$ cat config.mk
export PLATFORM = sky130hd
export DESIGN_NAME = multi_axis_bresenham_step_generator
export DESIGN_NICKNAME = d
export VERILOG_FILES = /design/src/bsg_pkg.sv /design/src/bsg_lane.sv /design/src/bsg_merge.sv /design/src/multi_axis_bresenham_step_generator.sv
export SDC_FILE = /design/constraint.sdc
export NUM_CORES = 2
export LEC_CHECK = 0
export CAP_MARGIN = 5
export CORE_ASPECT_RATIO = 0.6
export CORE_MARGIN = 5
export CORE_UTILIZATION = 55
export CTS_BUF_LIST = sky130_fd_sc_hd__clkbuf_4 sky130_fd_sc_hd__clkbuf_8
export CTS_CLUSTER_SIZE = 10
export DETAILED_ROUTE_END_ITERATION = 12
export DONT_BUFFER_PORTS = 1
export HOLD_SLACK_MARGIN = 0.15
export PLACE_DENSITY = 0.7
export SYNTH_ARGS = -nofsm -noshare
export SYNTH_HDL_FRONTEND = slang
export SYNTH_SLANG_ARGS = --single-unit
$ cat constraint.sdc
create_clock -name clk_i -period 17.6 [get_ports clk_i]
set_input_delay 3.52 -clock clk_i [delete_from_list [all_inputs] [get_ports clk_i]]
set_output_delay 3.52 -clock clk_i [all_outputs]
set_load 0.05 [all_outputs]
$ cat src/bsg_pkg.sv
`default_nettype none
// ----------------------------------------------------------------------------
// bsg_pkg
// Shared types and constants of the multi-axis Bresenham step generator.
// ----------------------------------------------------------------------------
package bsg_pkg;

  localparam int AXES       = 6;
  localparam int MAX_AXES   = 6;
  localparam int COUNT_BITS = 32;
  localparam int STEP_BITS  = 32;
  localparam int POS_BITS   = 32;
  localparam int TICK_BITS  = 16;
  localparam int QUERY_BITS = 3;

  localparam logic [MAX_AXES-1:0] AXIS_MASK = MAX_AXES'((1 << AXES) - 1);

  typedef enum logic [1:0] {
    CMD_LINE    = 2'd0,
    CMD_SEGMENT = 2'd1,
    CMD_TICK    = 2'd2,
    CMD_CLEAR   = 2'd3
  } cmd_e;

  typedef struct packed {
    logic load;
    logic run;
    logic clear;
  } lane_ctrl_t;

  typedef struct packed {
    logic [MAX_AXES-1:0]        step_pulses;
    logic [MAX_AXES-1:0]        dir_bits;
    logic                       segment_done;
    logic                       idle;
    logic signed [POS_BITS-1:0] axis_pos;
  } result_t;

endpackage
`default_nettype wire

$ cat src/bsg_lane.sv
`default_nettype none
// ----------------------------------------------------------------------------
// bsg_lane
// One axis: step count, error accumulator and position of that axis.
// ----------------------------------------------------------------------------
module bsg_lane (
  input  wire logic                              clk_i,
  input  wire logic                              rst_ni,
  input  wire bsg_pkg::lane_ctrl_t               ctrl_i,
  input  wire logic [bsg_pkg::COUNT_BITS-1:0]    count_i,
  input  wire logic [bsg_pkg::COUNT_BITS-1:0]    total_d_i,
  input  wire logic [bsg_pkg::COUNT_BITS-1:0]    total_q_i,
  input  wire logic                              dir_i,
  output logic                                   step_o,
  output logic [bsg_pkg::POS_BITS-1:0]           pos_d_o
);

  logic [bsg_pkg::COUNT_BITS-1:0] count_q;
  logic [bsg_pkg::COUNT_BITS:0]   err_q, err_d, sum;
  logic [bsg_pkg::POS_BITS-1:0]   pos_q;
  logic                           hit;

  assign sum    = err_q + {1'b0, count_q};
  assign hit    = sum > {1'b0, total_q_i};
  assign step_o = ctrl_i.run && hit;

  always_comb begin
    err_d = err_q;
    if (ctrl_i.load) begin
      err_d = {1'b0, total_d_i >> 1};
    end else if (ctrl_i.run) begin
      err_d = hit ? sum - {1'b0, total_q_i} : sum;
    end
  end

  always_comb begin
    pos_d_o = pos_q;
    if (ctrl_i.clear) begin
      pos_d_o = '0;
    end else if (step_o) begin
      pos_d_o = dir_i ? pos_q - 1'b1 : pos_q + 1'b1;
    end
  end

  always_ff @(posedge clk_i or negedge rst_ni) begin
    if (!rst_ni) begin
      count_q <= '0;
      err_q   <= '0;
      pos_q   <= '0;
    end else begin
      if (ctrl_i.load) begin
        count_q <= count_i;
      end
      err_q <= err_d;
      pos_q <= pos_d_o;
    end
  end

endmodule
`default_nettype wire

$ cat src/bsg_merge.sv
`default_nettype none
// ----------------------------------------------------------------------------
// bsg_merge
// Gathers the lane step bits and selects the queried axis position.
// ----------------------------------------------------------------------------
module bsg_merge (
  input  wire logic [bsg_pkg::AXES-1:0]          steps_i,
  input  wire logic [bsg_pkg::POS_BITS-1:0]      pos_i [bsg_pkg::AXES],
  input  wire logic [bsg_pkg::QUERY_BITS-1:0]    query_i,
  output logic [bsg_pkg::MAX_AXES-1:0]           pulses_o,
  output logic [bsg_pkg::POS_BITS-1:0]           pos_o
);

  localparam logic [bsg_pkg::QUERY_BITS-1:0] QUERY_LIMIT = bsg_pkg::QUERY_BITS'(bsg_pkg::AXES);

  logic [bsg_pkg::POS_BITS-1:0] pos_all [bsg_pkg::MAX_AXES];

  always_comb begin
    pulses_o = '0;
    for (int i = 0; i < bsg_pkg::MAX_AXES; i++) begin
      pos_all[i] = '0;
    end
    for (int i = 0; i < bsg_pkg::AXES; i++) begin
      pulses_o[i] = steps_i[i];
      pos_all[i]  = pos_i[i];
    end
    pos_o = '0;
    if (query_i < QUERY_LIMIT) begin
      pos_o = pos_all[query_i];
    end
  end

endmodule
`default_nettype wire

$ cat src/multi_axis_bresenham_step_generator.sv
`default_nettype none
// ----------------------------------------------------------------------------
// multi_axis_bresenham_step_generator
// Six-axis Bresenham step pulse generator with one lane per axis.
// ----------------------------------------------------------------------------
// Usage:
//   Input channel (in_valid_i / in_stall_o) carries one command word:
//   load line, load segment, step tick or clear positions. Every
//   accepted word yields exactly one result word on the output channel
//   (out_valid_o / out_stall_i).
//   The result goes into the output register, or the skid register if stalled.
//   Throughput: one word per cycle while in_stall_o is low; all axis lanes add,
//   compare and subtract in parallel in the cycle of acceptance.
//   Step bits computed on a tick are reported by the following tick.
//   A two-entry output buffer (output register plus skid register) keeps
//   input acceptance going while one result waits; in_stall_o rises only
//   when both entries are full, and the output payload holds while the
//   receiver stalls.
//   Reset clears counts, errors, positions, the segment and both buffer
//   valid flags; the block takes words as soon as reset is released.
// ----------------------------------------------------------------------------
module multi_axis_bresenham_step_generator (
  input  wire logic                                  clk_i,
  input  wire logic                                  rst_ni,
  input  wire logic                                  in_valid_i,
  output logic                                       in_stall_o,
  input  wire logic [1:0]                            cmd_i,
  input  wire logic [bsg_pkg::STEP_BITS-1:0]         axis0_steps_i,
  input  wire logic [bsg_pkg::STEP_BITS-1:0]         axis1_steps_i,
  input  wire logic [bsg_pkg::STEP_BITS-1:0]         axis2_steps_i,
  input  wire logic [bsg_pkg::STEP_BITS-1:0]         axis3_steps_i,
  input  wire logic [bsg_pkg::STEP_BITS-1:0]         axis4_steps_i,
  input  wire logic [bsg_pkg::STEP_BITS-1:0]         axis5_steps_i,
  input  wire logic [bsg_pkg::MAX_AXES-1:0]          dir_mask_i,
  input  wire logic [bsg_pkg::TICK_BITS-1:0]         segment_ticks_i,
  input  wire logic                                  is_dwell_i,
  input  wire logic [bsg_pkg::QUERY_BITS-1:0]        query_axis_i,
  output logic                                       out_valid_o,
  input  wire logic                                  out_stall_i,
  output logic [bsg_pkg::MAX_AXES-1:0]               step_pulses_o,
  output logic [bsg_pkg::MAX_AXES-1:0]               dir_bits_o,
  output logic                                       segment_done_o,
  output logic                                       idle_o,
  output logic signed [bsg_pkg::POS_BITS-1:0]        axis_pos_o
);

  localparam logic [bsg_pkg::TICK_BITS-1:0] TICK_ONE = bsg_pkg::TICK_BITS'(1);

  logic [bsg_pkg::STEP_BITS-1:0]  steps_in [bsg_pkg::MAX_AXES];
  logic [bsg_pkg::COUNT_BITS-1:0] total_q, total_d;
  logic [bsg_pkg::MAX_AXES-1:0]   dirs_q, dirs_d;
  logic [bsg_pkg::TICK_BITS-1:0]  ticks_q, ticks_d;
  logic                           active_q, active_d;
  logic                           dwell_q, dwell_d;
  logic [bsg_pkg::MAX_AXES-1:0]   pending_q, pending_d;

  logic                           accept, out_take;
  logic                           is_line, is_seg, is_tick, is_clear, run;
  bsg_pkg::lane_ctrl_t            lane_ctrl;
  logic [bsg_pkg::AXES-1:0]       lane_step;
  logic [bsg_pkg::POS_BITS-1:0]   lane_pos [bsg_pkg::AXES];
  logic [bsg_pkg::MAX_AXES-1:0]   run_pulses;
  logic [bsg_pkg::POS_BITS-1:0]   sel_pos;
  bsg_pkg::result_t               res, out_q, skid_q;
  logic                           out_valid_q, skid_valid_q;

  assign steps_in[0] = axis0_steps_i;
  assign steps_in[1] = axis1_steps_i;
  assign steps_in[2] = axis2_steps_i;
  assign steps_in[3] = axis3_steps_i;
  assign steps_in[4] = axis4_steps_i;
  assign steps_in[5] = axis5_steps_i;

  assign accept   = in_valid_i && !skid_valid_q;
  assign out_take = out_valid_q && !out_stall_i;

  always_comb begin
    is_line  = 1'b0;
    is_seg   = 1'b0;
    is_tick  = 1'b0;
    is_clear = 1'b0;
    case (bsg_pkg::cmd_e'(cmd_i))
      bsg_pkg::CMD_LINE:    is_line  = accept;
      bsg_pkg::CMD_SEGMENT: is_seg   = accept;
      bsg_pkg::CMD_TICK:    is_tick  = accept;
      bsg_pkg::CMD_CLEAR:   is_clear = accept;
      default:              is_clear = 1'b0;
    endcase
  end

  assign run             = is_tick && active_q && !dwell_q;
  assign lane_ctrl.load  = is_line;
  assign lane_ctrl.run   = run;
  assign lane_ctrl.clear = is_clear;

  always_comb begin
    total_d = '0;
    for (int i = 0; i < bsg_pkg::AXES; i++) begin
      if (steps_in[i][bsg_pkg::COUNT_BITS-1:0] > total_d) begin
        total_d = steps_in[i][bsg_pkg::COUNT_BITS-1:0];
      end
    end
  end

  for (genvar g = 0; g < bsg_pkg::AXES; g++) begin : g_lane
    bsg_lane u_lane (
      .clk_i     (clk_i),
      .rst_ni    (rst_ni),
      .ctrl_i    (lane_ctrl),
      .count_i   (steps_in[g][bsg_pkg::COUNT_BITS-1:0]),
      .total_d_i (total_d),
      .total_q_i (total_q),
      .dir_i     (dirs_q[g]),
      .step_o    (lane_step[g]),
      .pos_d_o   (lane_pos[g])
    );
  end

  bsg_merge u_merge (
    .steps_i  (lane_step),
    .pos_i    (lane_pos),
    .query_i  (query_axis_i),
    .pulses_o (run_pulses),
    .pos_o    (sel_pos)
  );

  always_comb begin
    ticks_d   = ticks_q;
    active_d  = active_q;
    dwell_d   = dwell_q;
    pending_d = pending_q;
    dirs_d    = dirs_q;
    res.step_pulses  = '0;
    res.segment_done = 1'b0;
    res.idle         = 1'b0;
    if (is_line) begin
      dirs_d = dir_mask_i & bsg_pkg::AXIS_MASK;
    end
    if (is_seg) begin
      ticks_d  = segment_ticks_i;
      active_d = segment_ticks_i != '0;
      dwell_d  = is_dwell_i;
    end
    if (is_tick) begin
      res.step_pulses = pending_q;
      pending_d       = '0;
      if (active_q) begin
        ticks_d = ticks_q - 1'b1;
        if (!dwell_q) begin
          pending_d = run_pulses;
        end
        if (ticks_q == TICK_ONE) begin
          active_d         = 1'b0;
          res.segment_done = 1'b1;
        end
      end else begin
        res.idle = 1'b1;
      end
    end
    res.dir_bits = dirs_d;
    res.axis_pos = sel_pos;
  end

  always_ff @(posedge clk_i or negedge rst_ni) begin
    if (!rst_ni) begin
      total_q   <= '0;
      dirs_q    <= '0;
      ticks_q   <= '0;
      active_q  <= 1'b0;
      dwell_q   <= 1'b0;
      pending_q <= '0;
    end else begin
      if (is_line) begin
        total_q <= total_d;
      end
      dirs_q    <= dirs_d;
      ticks_q   <= ticks_d;
      active_q  <= active_d;
      dwell_q   <= dwell_d;
      pending_q <= pending_d;
    end
  end

  always_ff @(posedge clk_i or negedge rst_ni) begin
    if (!rst_ni) begin
      out_valid_q  <= 1'b0;
      skid_valid_q <= 1'b0;
    end else if (skid_valid_q) begin
      if (out_take) begin
        skid_valid_q <= 1'b0;
      end
    end else if (accept) begin
      if (out_valid_q && !out_take) begin
        skid_valid_q <= 1'b1;
      end else begin
        out_valid_q <= 1'b1;
      end
    end else if (out_take) begin
      out_valid_q <= 1'b0;
    end
  end

  always_ff @(posedge clk_i) begin
    if (skid_valid_q) begin
      if (out_take) begin
        out_q <= skid_q;
      end
    end else if (accept) begin
      if (out_valid_q && !out_take) begin
        skid_q <= res;
      end else begin
        out_q <= res;
      end
    end
  end

  assign in_stall_o     = skid_valid_q;
  assign out_valid_o    = out_valid_q;
  assign step_pulses_o  = out_q.step_pulses;
  assign dir_bits_o     = out_q.dir_bits;
  assign segment_done_o = out_q.segment_done;
  assign idle_o         = out_q.idle;
  assign axis_pos_o     = out_q.axis_pos;

endmodule
`default_nettype wire

Yosys cells after proc, flatten, opt, wreduce, memory -nomap -nowiden

Cells that the tools add are included.

Flip-flop bits (word level): 738
Input port bits: 224

$add $sub $neg: 25
$lt $le $gt $ge: 14
Equal/unequal tests: 7
Muxes and demuxes: 76
Bitwise operators: 2
Reduce and logical (&&, ||, !) cells: 23

Operators by type and width:

| operator                                                 | count |
|---|---|
| two-way mux 32 bit                                       | 27 |
| two-way mux 33 bit                                       | 18 |
| adder 33 x 32 -> 33 bit                                  | 6 |
| > comparator 33 x 32 -> 1 bit                            | 6 |
| subtractor 33 x 32 -> 33 bit                             | 6 |
| adder 32 x 1 -> 32 bit, second input constant            | 6 |
| subtractor 32 x 1 -> 32 bit, second input constant       | 6 |
| two-way mux 46 bit                                       | 4 |
| > comparator 32 bit                                      | 5 |
| binary-select mux 32 bit (select 3 bit)                  | 1 |
| two-way mux 16 bit                                       | 3 |
| > comparator 32 x 1 -> 1 bit, second input constant      | 1 |
| two-way mux 6 bit                                        | 4 |
| two-way mux 1 bit                                        | 18 |
| equality test 16 x 1 -> 1 bit, second input constant     | 1 |
| nonzero test 16 bit                                      | 1 |
| subtractor 16 x 1 -> 16 bit, second input constant       | 1 |
| logical AND 1 bit                                        | 11 |
| AND reduction 3 bit                                      | 3 |
| != test 2 bit, second input constant                     | 3 |
| nonzero test 2 bit                                       | 3 |
| equality test 2 bit, second input constant               | 2 |
| greater-or-equal comparator 4 bit, second input constant | 1 |
| logical NOT 1 bit                                        | 4 |
| other kinds (6)                                          | 6 |

Logic depth before layout (Yosys ltp)

Word-level depth: 15
Depth in mapped cells: 76

Cells and area by module

From an unflattened synthesis, not the netlist that was laid out.

Cells, all modules: 7909
Area, all modules: 69163.8 um^2

By module, submodules not included:

| module                              | instances | cells each | area each (um^2) |
|---|---|---|---|
| bsg_lane at g_lane[1].u_lane ...    | 2         | 1109       | 9556.7 |
| multi_axis_bresenham_step_generator | 1         | 1302       | 12504.5 |
| bsg_lane at g_lane[5].u_lane        | 1         | 1031       | 8993.6 |
| bsg_lane at g_lane[4].u_lane        | 1         | 1066       | 8982.4 |
| bsg_lane at g_lane[0].u_lane        | 1         | 1070       | 8932.3 |
| bsg_lane at g_lane[3].u_lane        | 1         | 1033       | 8851.0 |
| bsg_merge                           | 1         | 189        | 1786.7 |

Least setup slack after synthesis

Ideal clock, no wire load.

Path type: input port to flip-flop
From: input port axis0_steps_i[11] (netlist bit)
To: register g_lane[0].u_lane.err_q[22] (netlist bit)
Setup time: 0.142 ns
Arrival time: 16.196 ns
Slack: 1.262 ns
Cell stages on the path: 69
Path buffers: 8
Path through: inv_1 -> ha_1 -> nand3_1 -> or4_1 -> or3_1 -> nand2_1 -> buf_1 -> mux2i_1 -> ha_1 -> a21o_1 -> a21o_1 -> a221o_1 -> o31a_1 -> a41o_1 -> a311o_1 -> nor3_4 -> a41o_1 -> clkbuf_1 -> [... 33 more ...] -> a21oi_1 -> ha_1 -> o21a_1 -> o21a_1 -> o21a_1 -> o21a_1 -> o21a_1 -> o21a_1 -> o21ai_0 -> a21boi_0 -> o21a_1 -> o21ai_0 -> a21boi_0 -> o21ai_1 -> clkbuf_1 -> nor2_1 -> a211oi_2 -> o31ai_1

Cells in the longest elaborated chain, start to end: 13

RTL lines:

| what                         | line                                      | RTL |
|---|---|---|
| start, declared              | multi_axis_bresenham_step_generator.sv:28 | `input wire logic [bsg_pkg::STEP_BITS-1:0] axis0_steps_i,` |
| > comparator 32 x 1 -> 1 bit | multi_axis_bresenham_step_generator.sv:99 | `if (steps_in[i][bsg_pkg::COUNT_BITS-1:0] > total_d) begin` |
| two-way mux 32 bit (*)       | multi_axis_bresenham_step_generator.sv:99 |  |
| > comparator 32 bit          | multi_axis_bresenham_step_generator.sv:99 |  |
| two-way mux 32 bit (*)       | multi_axis_bresenham_step_generator.sv:99 |  |
| > comparator 32 bit          | multi_axis_bresenham_step_generator.sv:99 |  |
| two-way mux 32 bit (*)       | multi_axis_bresenham_step_generator.sv:99 |  |
| > comparator 32 bit          | multi_axis_bresenham_step_generator.sv:99 |  |
| two-way mux 32 bit (*)       | multi_axis_bresenham_step_generator.sv:99 |  |
| > comparator 32 bit          | multi_axis_bresenham_step_generator.sv:99 |  |
| two-way mux 32 bit (*)       | multi_axis_bresenham_step_generator.sv:99 |  |
| > comparator 32 bit          | multi_axis_bresenham_step_generator.sv:99 |  |
| two-way mux 32 bit (*)       | multi_axis_bresenham_step_generator.sv:99 |  |
| two-way mux 33 bit (*)       | bsg_lane.sv:29                            | `if (ctrl_i.load) begin` |
| end signal, assigned         | bsg_lane.sv:54                            | `err_q <= err_d;` |
| end, declared                | bsg_lane.sv:19                            | `logic [bsg_pkg::COUNT_BITS:0] err_q, err_d, sum;` |

Mark *: on every way between the ends. The rest lies on a longest branch, timed or not.
A chain may end at the register's enable or synchronous reset.

Final worst setup path

From: input port axis0_steps_i[15] (netlist bit)
To: register g_lane[3].u_lane.err_q[12] (netlist bit)

Cells in the longest elaborated chain, start to end: 13

RTL lines:

| what                         | line |
|---|---|
| > comparator 32 x 1 -> 1 bit | multi_axis_bresenham_step_generator.sv:99 |
| two-way mux 32 bit (*)       | multi_axis_bresenham_step_generator.sv:99 |
| > comparator 32 bit          | multi_axis_bresenham_step_generator.sv:99 |
| two-way mux 32 bit (*)       | multi_axis_bresenham_step_generator.sv:99 |
| > comparator 32 bit          | multi_axis_bresenham_step_generator.sv:99 |
| two-way mux 32 bit (*)       | multi_axis_bresenham_step_generator.sv:99 |
| > comparator 32 bit          | multi_axis_bresenham_step_generator.sv:99 |
| two-way mux 32 bit (*)       | multi_axis_bresenham_step_generator.sv:99 |
| > comparator 32 bit          | multi_axis_bresenham_step_generator.sv:99 |
| two-way mux 32 bit (*)       | multi_axis_bresenham_step_generator.sv:99 |
| > comparator 32 bit          | multi_axis_bresenham_step_generator.sv:99 |
| two-way mux 32 bit (*)       | multi_axis_bresenham_step_generator.sv:99 |
| two-way mux 33 bit (*)       | bsg_lane.sv:29 |
| end signal, assigned         | bsg_lane.sv:54 |
| end, declared                | bsg_lane.sv:19 |

Marked as above.

==> results.md <==
* Drt total wl at 236 mm
* GP Congestion at 1.04
* Worst-path clk slew at 70 ps
* R2r worst-path depth at 31
* H-Tree Level Count at 3
* Status: completed
* IO buf count at 0
* Post-synthesis simple-gate area fraction at 17.3%
* Compound-Gate Fraction of Synth Area at 23.1%
* Core area at 114000 µm²
* Max cap viols at 0
* Post-Syn Instances at 7574
* Crit. Startpoint: axis0_steps_i[15]
* Die width at 447 µm
* Largest family of logic cells by synthesized area: compound AO/OA/AOI/OAI gates
* Synth Area in XOR/XNOR at 7.01%
* Synth top area share at 25.6%
* Max stage delay cell, worst path: a211oi_2
* Origin of the critical flop-to-flop path: g_lane[0].u_lane.err_q[1]
* Total number of vias at 59400
* Adder-cell share of the synthesized area at 14.9%
* Detail Route Antenna Nets at 0
* Average wire per standard cell at 25.6 µm
* Critical Path Most Common Cell: o21a_1
* CTS max path bufs at 3
* First-pass DRT Iterations at 6
* Cell taking the most area after synthesis: dfrtp_1
* Hold Vio Cnt, Final at 0
* Final Net Count at 8572
* RSZ-0062 raised after global routing: false
* CP Max Fanout at 30
* DRC Markers at 0
* TritonCTS clock tree: built
* Setup Crit Path Kind: input port to flop
* Final period util at 96.6%
* Mapped Nets at 8537
* Hold crit path type: flop to flop
* Crit path required time at 18320 ps
* Root buf cell: clkbuf_8
* CP Capture Point: g_lane[3].u_lane.err_q[12]
* Synth area leaders: dfrtp_1 (26%), ha_1 (14%), a21oi_1 (5.8%)
* Vias in the first global route at 54200
* Drt initial violations at 7383
* GR Overflow Total at 0
* GRT Resource Usage Total at 37.6%
* Clock Skew at 72.9 ps
* Worst Setup Start Kind: input port
* Slew headroom at 10.7%
* Post-route setup slack at 599 ps
* Pin count of the biggest net entering global routing at 647
* Vias per cell at 6.43
* Setup TNS at 0 ps
* Max-slew violations at 0
* Synth Cell Area at 63100 µm²
* Die ar. at 122000 µm²
* Worst skew pair latency at 900 ps
* Std cell rows at 96
* Final setup fails at 0
* Die Height at 272 µm
* Area Overhead vs Synth at 8.56%
* Dpl hpwl at 185 mm
* Post-synth EDFFs at 92
* Async set-reset flop share out of synthesis at 87.5%
* Mux cell area share after synthesis at 4.66%
* Top FF cell, synth: dfrtp_1
* Netlist cell types at 87
* I/O pin count at 272
* Post-synthesis sequential area ratio at 30.0%
* Worst-margin pin slew at 1340 ps
* Max Fclk at 58.8 MHz
* Flops & latches, synth at 738
* Synth Area per Inst at 8.33 µm²
* CP arrival at 17720 ps
* Final Critical Period at 17000 ps
* Placement Setup Slack at 48.5 ps
* Clk sinks at 738
* Crit end category: flop
* CTS buffer count at 118
* YS warnings at 0
* Reg2reg end: axis_pos_o[6]
* Worst reg2reg setup slack at 7200 ps
* Initial antenna violation count at 19
* First-pass GRT wire length at 347 mm
* Layout cells sized above 1 at 7.06%
* Initial Utilization at 55.3%
* Max incr delay on CP at 950 ps
-- flip-flops by register name, summed over array words and instances, names as in the netlist --
name / count
g_lane.u_lane.err_q: 198
g_lane.u_lane.count_q: 192
g_lane.u_lane.pos_q: 192
skid_q: 46
axis_pos_o: 32
total_q: 32
ticks_q: 16
dir_bits_o: 6
dirs_q: 6
pending_q: 6
step_pulses_o: 6
active_q: 1
dwell_q: 1
idle_o: 1
in_stall_o: 1
out_valid_o: 1
segment_done_o: 1
-- metal layers --
metal | global-route usage, % | wire, µm | vias up
li1 | - | - | 27500
met1 | 57.6 | 107000 | 28200
met2 | 44.6 | 81800 | 3352
met3 | 20.5 | 41800 | 325
met4 | 7.63 | 5390 | 20
met5 | 1.03 | 414 | -
-- final cells by class --
| class | instances | area [µm²] |
|---|---|---|
| Timing Repair Buffer | 189 | 1590 |
| Inverter | 236 | 886 |
| Sequential cell | 738 | 18900 |
| Clock buffer | 179 | 2210 |
| Fill cell | 10300 | 45600 |
| Tap cell | 1519 | 1900 |
| Clock inverter | 34 | 418 |
| Antenna cell | 21 | 52.6 |
| Multi-Input combinational cell | 6326 | 42500 |
-- worst min path at each step --
stage                       startpoint            to  slack (ps)  cells after the start
after floorplan           pending_q[0]  pending_q[0]         440                      2
after global placement    pending_q[1]  pending_q[1]         450                      2
after detailed placement  pending_q[2]  pending_q[2]         460                      2
after CTS                 pending_q[2]  pending_q[2]         470                      2
after global routing      pending_q[1]  pending_q[1]         500                      2
final                     pending_q[5]  pending_q[5]         470                      1
-- synth_stat cells (49+ instances only) --
library cell	number
a31oi_1	71
mux2i_1	235
o21a_1	91
o21bai_1	83
mux2_2	49
nor2_1	765
and3_1	49
xor2_1	169
dfrtp_1	646
nand2_1	937
nor3_1	169
nor2b_1	85
a21oi_1	730
a211oi_1	109
clkbuf_1	226
nand2b_1	93
edfxtp_1	92
ha_1	721
o21ai_1	170
inv_1	236
xnor2_1	336
o211ai_1	85
nand3_1	128
nand4_1	63
and2_1	59
a21o_1	238
o21ai_0	416
-- timing repair --
action / in CTS / in global routing
endpoints found under the hold margin: 0 / 0
hold buffers: 0 / 0
gates resized for setup: 0 / 13
setup buffers: 0 / 0
setup endpoints to repair: 0 / 69
-- cell usage in the layout (no fill, tap or decap), types with 92 or more instances in the layout --
| master | instances |
|---|---|
| nand2_1 | 931 |
| nor2_1 | 763 |
| a21oi_1 | 727 |
| ha_1 | 721 |
| dfrtp_1 | 645 |
| o21ai_0 | 416 |
| xnor2_1 | 336 |
| a21o_1 | 238 |
| inv_1 | 236 |
| mux2i_1 | 233 |
| buf_4 | 177 |
| xor2_1 | 169 |
| nor3_1 | 168 |
| o21ai_1 | 168 |
| clkbuf_8 | 139 |
| nand3_1 | 126 |
| a211oi_1 | 106 |
| edfxtp_1 | 92 |
-- logic make-up (layout without fill, tap and decap cells) --
family / count (synthesis) / count (layout)
xor+xnor: 505 / 505
other cells: 0 / 21
compound gates: 2323 / 2324
flops: 738 / 738
mux: 286 / 286
fa+ha+maj: 739 / 739
simple gates: 2472 / 2472
buf+inv: 511 / 638
-- per-stage QoR --
step | hold WS (ps) | std cells | area [µm²] | utilization [%]
final | 474 | 9242 | 68500 | 60.0
after global routing | 496 | 9223 | 68400 | 60.0
after CTS | 472 | 9217 | 68200 | 59.8
after detailed placement | 456 | 9004 | 65600 | 57.5
after global placement | 452 | 9004 | 65600 | 57.5
after floorplan | 439 | 7574 | 63100 | -
-- critical path: cells and delay by family --
kind / cells / cell delay, ps
buf+inv: 9 / 1440
simple gates: 12 / 1810
mux: 2 / 830
fa+ha+maj: 5 / 1530
compound gates: 38 / 8520
Power is not shown: default switching activity piles up to over one toggle a cycle in this logic, so the estimate is an artifact.
